File: src/rtl/core/xs1024_pkg.sv
// Package: shared constants, types and helper functions of the xorshift1024* generator.
package xs1024_pkg;

  localparam int unsigned STATE_WORDS = 16;
  localparam int unsigned WORD_W      = 64;
  localparam int unsigned PTR_W       = $clog2(STATE_WORDS);
  localparam int unsigned BIT_W       = $clog2(WORD_W);
  localparam int unsigned JUMP_STEPS  = STATE_WORDS * WORD_W;
  localparam int unsigned CNT_W       = $clog2(JUMP_STEPS);
  localparam int unsigned FRAC_W      = 52;
  localparam int unsigned SEED_W      = 32;
  localparam int unsigned MODE_W      = 2;

  localparam logic [MODE_W-1:0] MODE_DRAW = 2'd0;
  localparam logic [MODE_W-1:0] MODE_SEED = 2'd1;
  localparam logic [MODE_W-1:0] MODE_JUMP = 2'd2;
  localparam logic [MODE_W-1:0] MODE_NOP  = 2'd3;

  localparam logic [WORD_W-1:0] MULT_STAR = 64'd1181783497276652981;
  localparam logic [WORD_W-1:0] PI_BITS   = 64'h400921fb54442d18;
  localparam logic [10:0]       EXP_BIAS  = 11'd1023;

  localparam logic [WORD_W-1:0] JUMP_POLY [STATE_WORDS] = '{
    64'h84242f96eca9c41d, 64'ha3c65b8776f96855, 64'h5b34a39f070b5837,
    64'h4489affce4f31a1e, 64'h2ffeeb0a48316f40, 64'hdc2d9891fe68c022,
    64'h3659132bb12fea70, 64'haac17d8efa43cab8, 64'hc4cb815590989b13,
    64'h5ee975283d71c93b, 64'h691548c86c1bd540, 64'h7910c41d10a1e6a5,
    64'h0b5fc64563b3e2a8, 64'h047f7684e9fc949d, 64'hb99181f2d8f685ca,
    64'h284600e3f30e38c3
  };

  typedef struct packed {
    logic shift;
    logic acc_clr;
    logic acc_xor;
    logic acc_load;
  } cell_ctl_t;

  function automatic logic [WORD_W-1:0] xs_next(input logic [WORD_W-1:0] a,
                                                input logic [WORD_W-1:0] b);
    logic [WORD_W-1:0] t;
    t = b ^ (b << 31);
    return t ^ a ^ (t >> 11) ^ (a >> 30);
  endfunction

  function automatic logic [WORD_W-1:0] times33(input logic [WORD_W-1:0] x);
    return x + (x << 5);
  endfunction

endpackage

File: src/rtl/core/xs1024_cell.sv
// One state cell: a 64-bit state word and its jump accumulator word.
module xs1024_cell (
  input  logic                        clk_i,
  input  logic                        rst_ni,
  input  xs1024_pkg::cell_ctl_t       ctl_i,
  input  logic [xs1024_pkg::WORD_W-1:0] shift_i,
  output logic [xs1024_pkg::WORD_W-1:0] word_o
);
  import xs1024_pkg::*;

  logic [WORD_W-1:0] word_q, word_d;
  logic [WORD_W-1:0] acc_q, acc_d;

  always_comb begin
    word_d = word_q;
    if (ctl_i.acc_load) begin
      word_d = acc_q;
    end else if (ctl_i.shift) begin
      word_d = shift_i;
    end
    acc_d = acc_q;
    if (ctl_i.acc_clr) begin
      acc_d = '0;
    end else if (ctl_i.acc_xor) begin
      acc_d = acc_q ^ word_q;
    end
  end

  always_ff @(posedge clk_i or negedge rst_ni) begin
    if (!rst_ni) begin
      word_q <= '0;
    end else begin
      word_q <= word_d;
    end
  end

  always_ff @(posedge clk_i) begin
    acc_q <= acc_d;
  end

  assign word_o = word_q;

endmodule

File: config.mk
export PLATFORM = sky130hd
export DESIGN_NAME = xs1024_cell
export DESIGN_NICKNAME = d
export VERILOG_FILES = /design/src/rtl/core/xs1024_pkg.sv /design/src/rtl/core/xs1024_cell.sv
export SDC_FILE = /design/constraint.sdc
export NUM_CORES = 1
export LEC_CHECK = 0
export BUFFER_PORTS_ARGS = -buffer_cell sky130_fd_sc_hd__buf_2
export CAP_MARGIN = 20
export CORE_ASPECT_RATIO = 1.5
export CORE_UTILIZATION = 40
export DETAILED_ROUTE_END_ITERATION = 6
export GPL_TIMING_DRIVEN = 0
export SKIP_CTS_REPAIR_TIMING = 1
export SLEW_MARGIN = 10
export SYNTH_ARGS = -nofsm -noshare
export SYNTH_HDL_FRONTEND = slang
export SYNTH_SLANG_ARGS = --single-unit
File: constraint.sdc
create_clock -name clk_i -period 1.3 [get_ports clk_i]
set_input_delay 0 -clock clk_i [delete_from_list [all_inputs] [get_ports clk_i]]
set_output_delay 0 -clock clk_i [all_outputs]
set_load 0.01 [all_outputs]
==> flow_summary.toml <==
[timing]
hold_slack_ns = 0.0269
slew_headroom_pct = 62.1
setup_ws_ns = 0.142
hold_viol_final = 0
finalCriticalPeriod_ns = 1.16
finalSetupViolCount = 0
final.setup.tns_ns = 0
maxSlewViolCount = 0
rsz0062_at_grt = "no"
worst_pin_slew_ns = 0.568
max_freq_ghz = 0.864
finClkSkew_ns = 0.00678
fin_crit_sh_pct = 89.1

[min_path]
hp-start = "ctl_i[3]"
hold_end = "word_o[1]"
hold_depth = 3
hp-class = "input pin to flop"

[power]
power_leakage_nw = 3.61
p_per_area_mw_per_mm2 = 1330
power_mw = 10.7
ir_drop_mv = 0.786

[worst_setup_path]
r2r-start = "word_o[43]"
cp_slowest_cell = "dlygate4sd3_1"
arrival_ns = 1.43
required_ns = 1.57
slowest_delay_ns = 0.53
r2r_end = "acc_q[43]"
critPathBufInv = 3
r2r.worst_path.cells = 2
end_kind = "flop"
rrSetupSlack_ns = 0.44
start_kind = "input pin"
crit_chain = "dlygate4sd3_1 -> buf_2 -> buf_1 -> a21oi_1"
crit_family = "buffers and inverters"
crit_type = "input pin to flop"
cp_max_fo = 10

[cells_and_area]
fin_cells = 976
diodes = 0
regArea_mm2 = 0.00288
nets = 841
fill_cells = 1262
area_delta_synth_final_pct = 37.3
multi_input_area_mm2 = 0.00264
layout-drive-gt1-share_pct = 32.1

[placed_design]
gp_congestion = 0.714
io_buffers = 129
pre_cts_ws_ns = 0.271
dp.final_hpwl_mm = 9.82
dp_cells = 876

[logic_synthesis]
yosys.area.top_type_share_pct = 27.4
syn_inst = 554
synth.avg_cell_area_um2 = 10.6
yosys_warnings = 0
yosys.area.top_type = "dfrtp_1"
ys_types = 15
synth_nets = 624
seq_area_frac_synth_pct = 49.3
ys_ff_latch = 128
syn-cell-area_mm2 = 0.00585
synth_area_leaders = "dfrtp_1, dfxtp_1, a21bo_2, mux2i_1, nand3b_1"

[grt]
grt_pass1_vias = 4674
grt_pass1_wl_mm = 23.1
overflow = 0
grt.total_usage_pct = 19.6
grt_max_degree = 41
antenna_found_initial = 0

[route]
drt-total-wl_mm = 14.7
antenna_left = 0
drc_errors = 0
vias = 4885
first_pass_iters = 4
wl_per_cell_um = 15.1
initialDrtViolationCount = 137
vias_per_cell = 5.01

[clock_tree]
htree_levels = 4
numCtsBuffers = 17
numClockSinks = 128
clock_latency_ns = 0.41
cts_root_buf = "clkbuf_16"
cts_tree = "done"
clk_path_buf_depth = 2
cts.clk_slew.worst_paths_ns = 0.06

[outcome]
status = "finished clean"

[job]
max-cap-violations = 0

[floorplanning]
start_util_pct = 41.4
dieArea_mm2 = 0.0151
rows = 53
die_w_um = 101
die_y_um = 150
coreArea_mm2 = 0.0141
ios = 134
power breakdown:
group	internal, mW	leakage (nW)	switching [mW]	total [mW]
logic	0.806	1.97	0.705	1.51
clock network	2.97	0.283	1.70	4.67
registers	4.27	1.36	0.269	4.54
total	8.04	3.61	2.67	10.7
synth_stat cells, drive strengths merged:
library cell / number
nand3b: 64
a21oi: 64
nand2: 64
clkbuf: 7
dfxtp: 64
buf: 35
mux2i: 64
o21ai: 64
a21bo: 64
dfrtp: 64
cells in the final DEF, fill, tap and decap left out:
master,synthesis,routed
buf_2,7,135
dlygate4sd3_1,0,68
a21bo_2,64,64
nand3b_1,64,64
a21oi_1,64,64
mux2i_1,64,64
nand2_1,64,64
dfxtp_1,64,64
dfrtp_1,64,64
o21ai_1,60,60
clkbuf_16,0,17
clkbuf_1,7,10
buf_4,8,9
buf_6,8,8
buf_1,6,6
buf_8,6,6
o21ai_0,4,4
clkbuf_8,0,3
clkinv_2,0,3
clkinv_4,0,2
bufinv_16,0,2
clkinvlp_4,0,2
buf_16,0,1
tightest hold or removal path: cells and delay by family:
family          cells  cell delay (ns)
buf+inv             1             0.15
mux                 1             0.15
compound gates      1             0.08
area by class of cell:
class | instances | area share, %
sequential | 128 | 35.9
tap | 192 | 2.99
buffer | 42 | 4.03
multi-input combinational | 384 | 32.9
timing repair buffer | 198 | 16.9
clock buffer | 23 | 5.95
clock inverter | 9 | 1.34
worst max path at each step:
stage	depth (start not counted)	from	to
after global routing	4	ctl_i[2]	acc_q[59]
after floorplan	2	word_o[0]	acc_q[0]
after global placement	1	rst_ni	word_o[48]
final	4	ctl_i[2]	acc_q[51]
after detailed placement	3	ctl_i[2]	acc_q[51]
after CTS	1	word_o[6]	word_o[6]
through the flow:
step | area (µm²) | util [%]
2_1_floorplan | 5850 | -
3_3_place_gp | 6740 | 47.7
3_5_place_dp | 6770 | 47.9
4_1_cts | 7350 | 52.0
5_1_grt | 8030 | 56.9
6_report | 8030 | 56.9
state kept, by name, indices dropped and copies added, names as in the netlist:
signal,cells
acc_q,64
word_o,64
cell families (layout without fill, tap and decap cells):
group,count (synthesis),in the layout,synth area share [%]
simple gates,128,128,12.3
compound gates,192,192,21.9
buf+inv,42,272,5.54
flops,128,128,49.3
mux,64,64,11.0
layer usage:
metal | global-route usage (%) | wire length (µm) | vias up
met4 | 5.43 | 148 | 0
li1 | - | - | 2400
met1 | 23.6 | 6560 | 2333
met3 | 5.15 | 681 | 14
met5 | 0 | 0 | -
met2 | 34.4 | 7340 | 138
Power figures use the tool's default switching activity.
