<file path="src/rtl/core/xs1024_pkg.sv">
// Package: shared constants, types and helper functions of the xorshift1024* generator.
package xs1024_pkg;

  localparam int unsigned STATE_WORDS = 16;
  localparam int unsigned WORD_W      = 64;
  localparam int unsigned PTR_W       = $clog2(STATE_WORDS);
  localparam int unsigned BIT_W       = $clog2(WORD_W);
  localparam int unsigned JUMP_STEPS  = STATE_WORDS * WORD_W;
  localparam int unsigned CNT_W       = $clog2(JUMP_STEPS);
  localparam int unsigned FRAC_W      = 52;
  localparam int unsigned SEED_W      = 32;
  localparam int unsigned MODE_W      = 2;

  localparam logic [MODE_W-1:0] MODE_DRAW = 2'd0;
  localparam logic [MODE_W-1:0] MODE_SEED = 2'd1;
  localparam logic [MODE_W-1:0] MODE_JUMP = 2'd2;
  localparam logic [MODE_W-1:0] MODE_NOP  = 2'd3;

  localparam logic [WORD_W-1:0] MULT_STAR = 64'd1181783497276652981;
  localparam logic [WORD_W-1:0] PI_BITS   = 64'h400921fb54442d18;
  localparam logic [10:0]       EXP_BIAS  = 11'd1023;

  localparam logic [WORD_W-1:0] JUMP_POLY [STATE_WORDS] = '{
    64'h84242f96eca9c41d, 64'ha3c65b8776f96855, 64'h5b34a39f070b5837,
    64'h4489affce4f31a1e, 64'h2ffeeb0a48316f40, 64'hdc2d9891fe68c022,
    64'h3659132bb12fea70, 64'haac17d8efa43cab8, 64'hc4cb815590989b13,
    64'h5ee975283d71c93b, 64'h691548c86c1bd540, 64'h7910c41d10a1e6a5,
    64'h0b5fc64563b3e2a8, 64'h047f7684e9fc949d, 64'hb99181f2d8f685ca,
    64'h284600e3f30e38c3
  };

  typedef struct packed {
    logic shift;
    logic acc_clr;
    logic acc_xor;
    logic acc_load;
  } cell_ctl_t;

  function automatic logic [WORD_W-1:0] xs_next(input logic [WORD_W-1:0] a,
                                                input logic [WORD_W-1:0] b);
    logic [WORD_W-1:0] t;
    t = b ^ (b << 31);
    return t ^ a ^ (t >> 11) ^ (a >> 30);
  endfunction

  function automatic logic [WORD_W-1:0] times33(input logic [WORD_W-1:0] x);
    return x + (x << 5);
  endfunction

endpackage

</file>
<file path="src/rtl/core/xs1024_scramble.sv">
// Output scrambler: 64x64 mod 2^64 multiply in two registered stages; items not marked as numbers come out as zero.
module xs1024_scramble (
  input  logic                          clk_i,
  input  logic                          rst_ni,
  input  logic                          en_i,
  input  logic                          valid_i,
  input  logic                          num_i,
  input  logic [xs1024_pkg::WORD_W-1:0] word_i,
  output logic                          valid_o,
  output logic                          num_o,
  output logic [xs1024_pkg::WORD_W-1:0] raw_o
);
  import xs1024_pkg::*;

  localparam int unsigned HW = WORD_W / 2;

  logic              va_q, vb_q;
  logic              numa_q, numb_q;
  logic [WORD_W-1:0] lo_q;
  logic [HW-1:0]     x1_q, x2_q;
  logic [WORD_W-1:0] lo_d, sum, raw_q, raw_d;
  logic [HW-1:0]     x1_d, x2_d, xsum;

  assign lo_d = {{HW{1'b0}}, word_i[HW-1:0]} * {{HW{1'b0}}, MULT_STAR[HW-1:0]};
  assign x1_d = word_i[HW-1:0] * MULT_STAR[WORD_W-1:HW];
  assign x2_d = word_i[WORD_W-1:HW] * MULT_STAR[HW-1:0];

  assign xsum  = x1_q + x2_q;
  assign sum   = lo_q + {xsum, {HW{1'b0}}};
  assign raw_d = numa_q ? sum : '0;

  always_ff @(posedge clk_i or negedge rst_ni) begin
    if (!rst_ni) begin
      va_q <= 1'b0;
      vb_q <= 1'b0;
    end else if (en_i) begin
      va_q <= valid_i;
      vb_q <= va_q;
    end
  end

  always_ff @(posedge clk_i) begin
    if (en_i) begin
      numa_q <= num_i;
      lo_q   <= lo_d;
      x1_q   <= x1_d;
      x2_q   <= x2_d;
      numb_q <= numa_q;
      raw_q  <= raw_d;
    end
  end

  assign valid_o = vb_q;
  assign num_o   = numb_q;
  assign raw_o   = raw_q;

endmodule

</file>
<file path="config.mk">
export PLATFORM = sky130hd
export DESIGN_NAME = xs1024_scramble
export DESIGN_NICKNAME = d
export VERILOG_FILES = /design/src/rtl/core/xs1024_pkg.sv /design/src/rtl/core/xs1024_scramble.sv
export SDC_FILE = /design/constraint.sdc
export NUM_CORES = 2
export LEC_CHECK = 0
export BUFFER_PORTS_ARGS = -buffer_cell sky130_fd_sc_hd__buf_2
export CAP_MARGIN = 20
export CORE_ASPECT_RATIO = 1.2
export CORE_UTILIZATION = 41
export DETAILED_ROUTE_END_ITERATION = 8
export SYNTH_ARGS = -nofsm -noshare
export SYNTH_HDL_FRONTEND = slang
export SYNTH_SLANG_ARGS = --single-unit
</file>
<file path="constraint.sdc">
create_clock -name clk_i -period 12.19 [get_ports clk_i]
set_clock_uncertainty 0.15 [all_clocks]
set_input_delay 0.6095 -clock clk_i [delete_from_list [all_inputs] [get_ports clk_i]]
set_output_delay 0.6095 -clock clk_i [all_outputs]
set_load 0.02 [all_outputs]
</file>
==> impl_metrics.json <==
{
  "status": "finished clean",
  "hold_class": "primary input to flip-flop",
  "synth.net_count": 5600,
  "numCtsBuffers": 17,
  "rows": 129,
  "crit_path_max_fanout": 11,
  "rsz0062_at_grt": "false",
  "ctsResizeCount": 0,
  "end_kind": "flip-flop",
  "finalHoldViolCount": 0,
  "syn_inst": 3989,
  "grt_pass1_wl_um": 186900,
  "io_pins": 135,
  "antenna_found_initial": 1,
  "drc": 0,
  "synthAdderAreaFrac_pct": 60.01,
  "firstDrtPassIters": 5,
  "grt_overflow": 0,
  "insertion_delay_ns": 0.50,
  "die-area_um2": 105000,
  "async_flop_share_pct": 1.058,
  "yosys_register_bits": 189,
  "grt_use_total_pct": 24.58,
  "setup_viol": 0,
  "syn_avg_cell_area_um2": 10.66,
  "syn2layout_area_growth_pct": 7.140,
  "synthesis.area_um2": 42510,
  "yosysWarnings": 0,
  "slowest_stage": "a2111oi_0",
  "viasPerCell": 5.021,
  "crit_top_cell": "fa_1",
  "gp_congestion": 1.025,
  "cts_max_level": 4,
  "start_kind": "primary input",
  "cts_root_buffer": "clkbuf_16",
  "routed_wirelength_um": 122100,
  "layout_worst_path_cycle_share_pct": 74.89,
  "die_w_um": 295.9,
  "cts_tree": "done",
  "dp.final_hpwl_um": 109700,
  "ant_nets": 0,
  "yosys.area_share.simple_pct": 4.365,
  "max_cap_violations": 0,
  "max_stage_delay_ns": 1.01,
  "synth_xor_area_share_pct": 4.380,
  "synth_edf_count": 187,
  "drive_gt1_share_pct": 4.590,
  "cpLargestDelayFamily": "adder cells",
  "synthMuxAreaShare_pct": 0.05298,
  "maxSlewViolCount": 0,
  "synth_compound_area_share_pct": 6.993,
  "clkTransAtPathRegs_ns": 0.08,
  "vias": 27710,
  "synthFlopType": "edfxtp_1",
  "fin_nets": 5737,
  "path_buf_inv": 7,
  "worstSetupPathType": "primary input to flip-flop",
  "hold_start": "num_i",
  "crit_arrival_ns": 9.22,
  "initial_utilization_pct": 41.28,
  "grt_pass1_vias": 30540,
  "min_period_ns": 9.129,
  "avgRoutedWirePerCell_um": 22.13,
  "drtIter0Drc": 1482,
  "required_ns": 12.28,
  "clock_path_buffers": 2,
  "core_um2": 103000,
  "grt_max_degree": 76,
  "max_clock_freq_ghz": 0.1095,
  "tightest_slew_ns": 1.086,
  "synth_top_family_by_area": "adder cells",
  "relSlewSlack_pct": 25.76,
  "portBuffers": 134,
  "tns_ns": 0,
  "critPathLaunch": "word_i[4]",
  "cts.sinks": 189,
  "r2r_start": "x1_q[2]",
  "synth.distinct_cells": 68,
  "fp.dieH_um": 354.7,
  "yosysSeqAreaShare_pct": 13.33
}
[through the flow]
step	hold WS, ns	std cells	area [um2]	utilization [%]	setup slack (ns)
finish	0.1452	5519	45540	44.23	3.061
global route	0.1223	5514	45530	44.22	2.761
global placement	0.2436	5481	44870	43.57	2.765
floorplan	0.1639	3989	42510	-	4.365
detailed placement	0.2474	5481	44870	43.57	2.741
CTS	0.1053	5514	45530	44.22	3.253
[path summary, 6_finish.rpt]
kind,slack (ns),to,cells after the start
setup / recovery,3.06,lo_q[57],26
hold / removal,0.15,numa_q,1
setup reg to reg,6.27,raw_o[62],20
hold reg to reg,0.36,valid_o,1
max in group asynchronous,11.55,va_q,2
min in group asynchronous,0.25,valid_o,2
[state kept, by name, indices dropped and copies added (netlist names)]
name,count
x2_q,32
va_q,1
x1_q,30
num_o,1
numa_q,1
raw_o,64
lo_q,59
valid_o,1
[layer usage]
layer  up-vias  GRT usage (%)  part of all wire [%]
met3       169          2.279                   3.3
li1      12760              -                     -
met4         0          11.34                   5.4
met5         -              0                     0
met2       543          43.49                    51
met1     14240          30.05                    40
[cells in the final DEF (no fill, tap or decap), types with 5 or more instances in the layout]
cell type,netlist,final
o21a_1,21,21
o21ai_0,83,83
xnor2_1,156,156
a211o_1,7,7
inv_1,1206,1206
o21bai_1,32,32
edfxtp_1,187,187
and4_1,7,7
a21boi_0,5,5
buf_4,1,7
a221oi_1,6,6
nand2_1,66,66
buf_2,1,133
a31oi_1,11,11
nand2b_1,18,18
nor2b_1,21,21
a21oi_1,153,153
nor2_1,69,69
diode_2,0,5
nor3_1,20,20
xor2_1,54,54
nand3b_1,6,6
fa_1,828,828
clkbuf_16,0,17
and2_1,60,60
nand4_1,18,18
nor4_1,9,9
and3_1,12,12
a21o_1,76,76
o211ai_1,6,6
ha_1,714,714
o31a_1,6,6
a211oi_1,12,12
o31ai_1,8,8
nand3_1,26,26
[cell usage after synthesis (all sizes together), types with 12 or more instances]
master     n  area share, %
inv     1206             11
fa       828             39
ha       714             21
edfxtp   187             13
xnor2    156            3.2
a21oi    154            1.8
o21ai     86            1.0
a21o      76            1.3
nor2      69           0.61
nand2     66           0.58
and2      60           0.88
xor2      54            1.1
o21bai    32           0.57
nand3     26           0.31
clkbuf    22           0.19
nor2b     21           0.31
o21a      21           0.37
nor3      20           0.24
nand2b    18           0.26
nand4     18           0.26
a211oi    12           0.21
and3      12           0.18
[kinds of logic after synthesis]
group | Yosys count
fa+ha+maj | 1542
xor+xnor | 211
compound gates | 464
mux | 2
simple gates | 351
flops | 189
buf+inv | 1230
[layout make-up]
| class | count | area [um2] |
|---|---|---|
| antenna | 5 | 12.51 |
| clock buffer | 17 | 425.4 |
| clock inverter | 15 | 230.2 |
| fill | 10060 | 57430 |
| inverter | 1206 | 4527 |
| multi-input combinational | 2570 | 32220 |
| sequential | 189 | 5665 |
| tap | 1375 | 1720 |
| timing repair buffer | 142 | 742.0 |
[repair_timing]
item	CTS	global route
hold buffers	1	0
buffers inserted	0	0
endpoints found under the hold margin	2	0
Power is not shown: default switching activity piles up to over one toggle a cycle in this logic, so the estimate is an artifact.
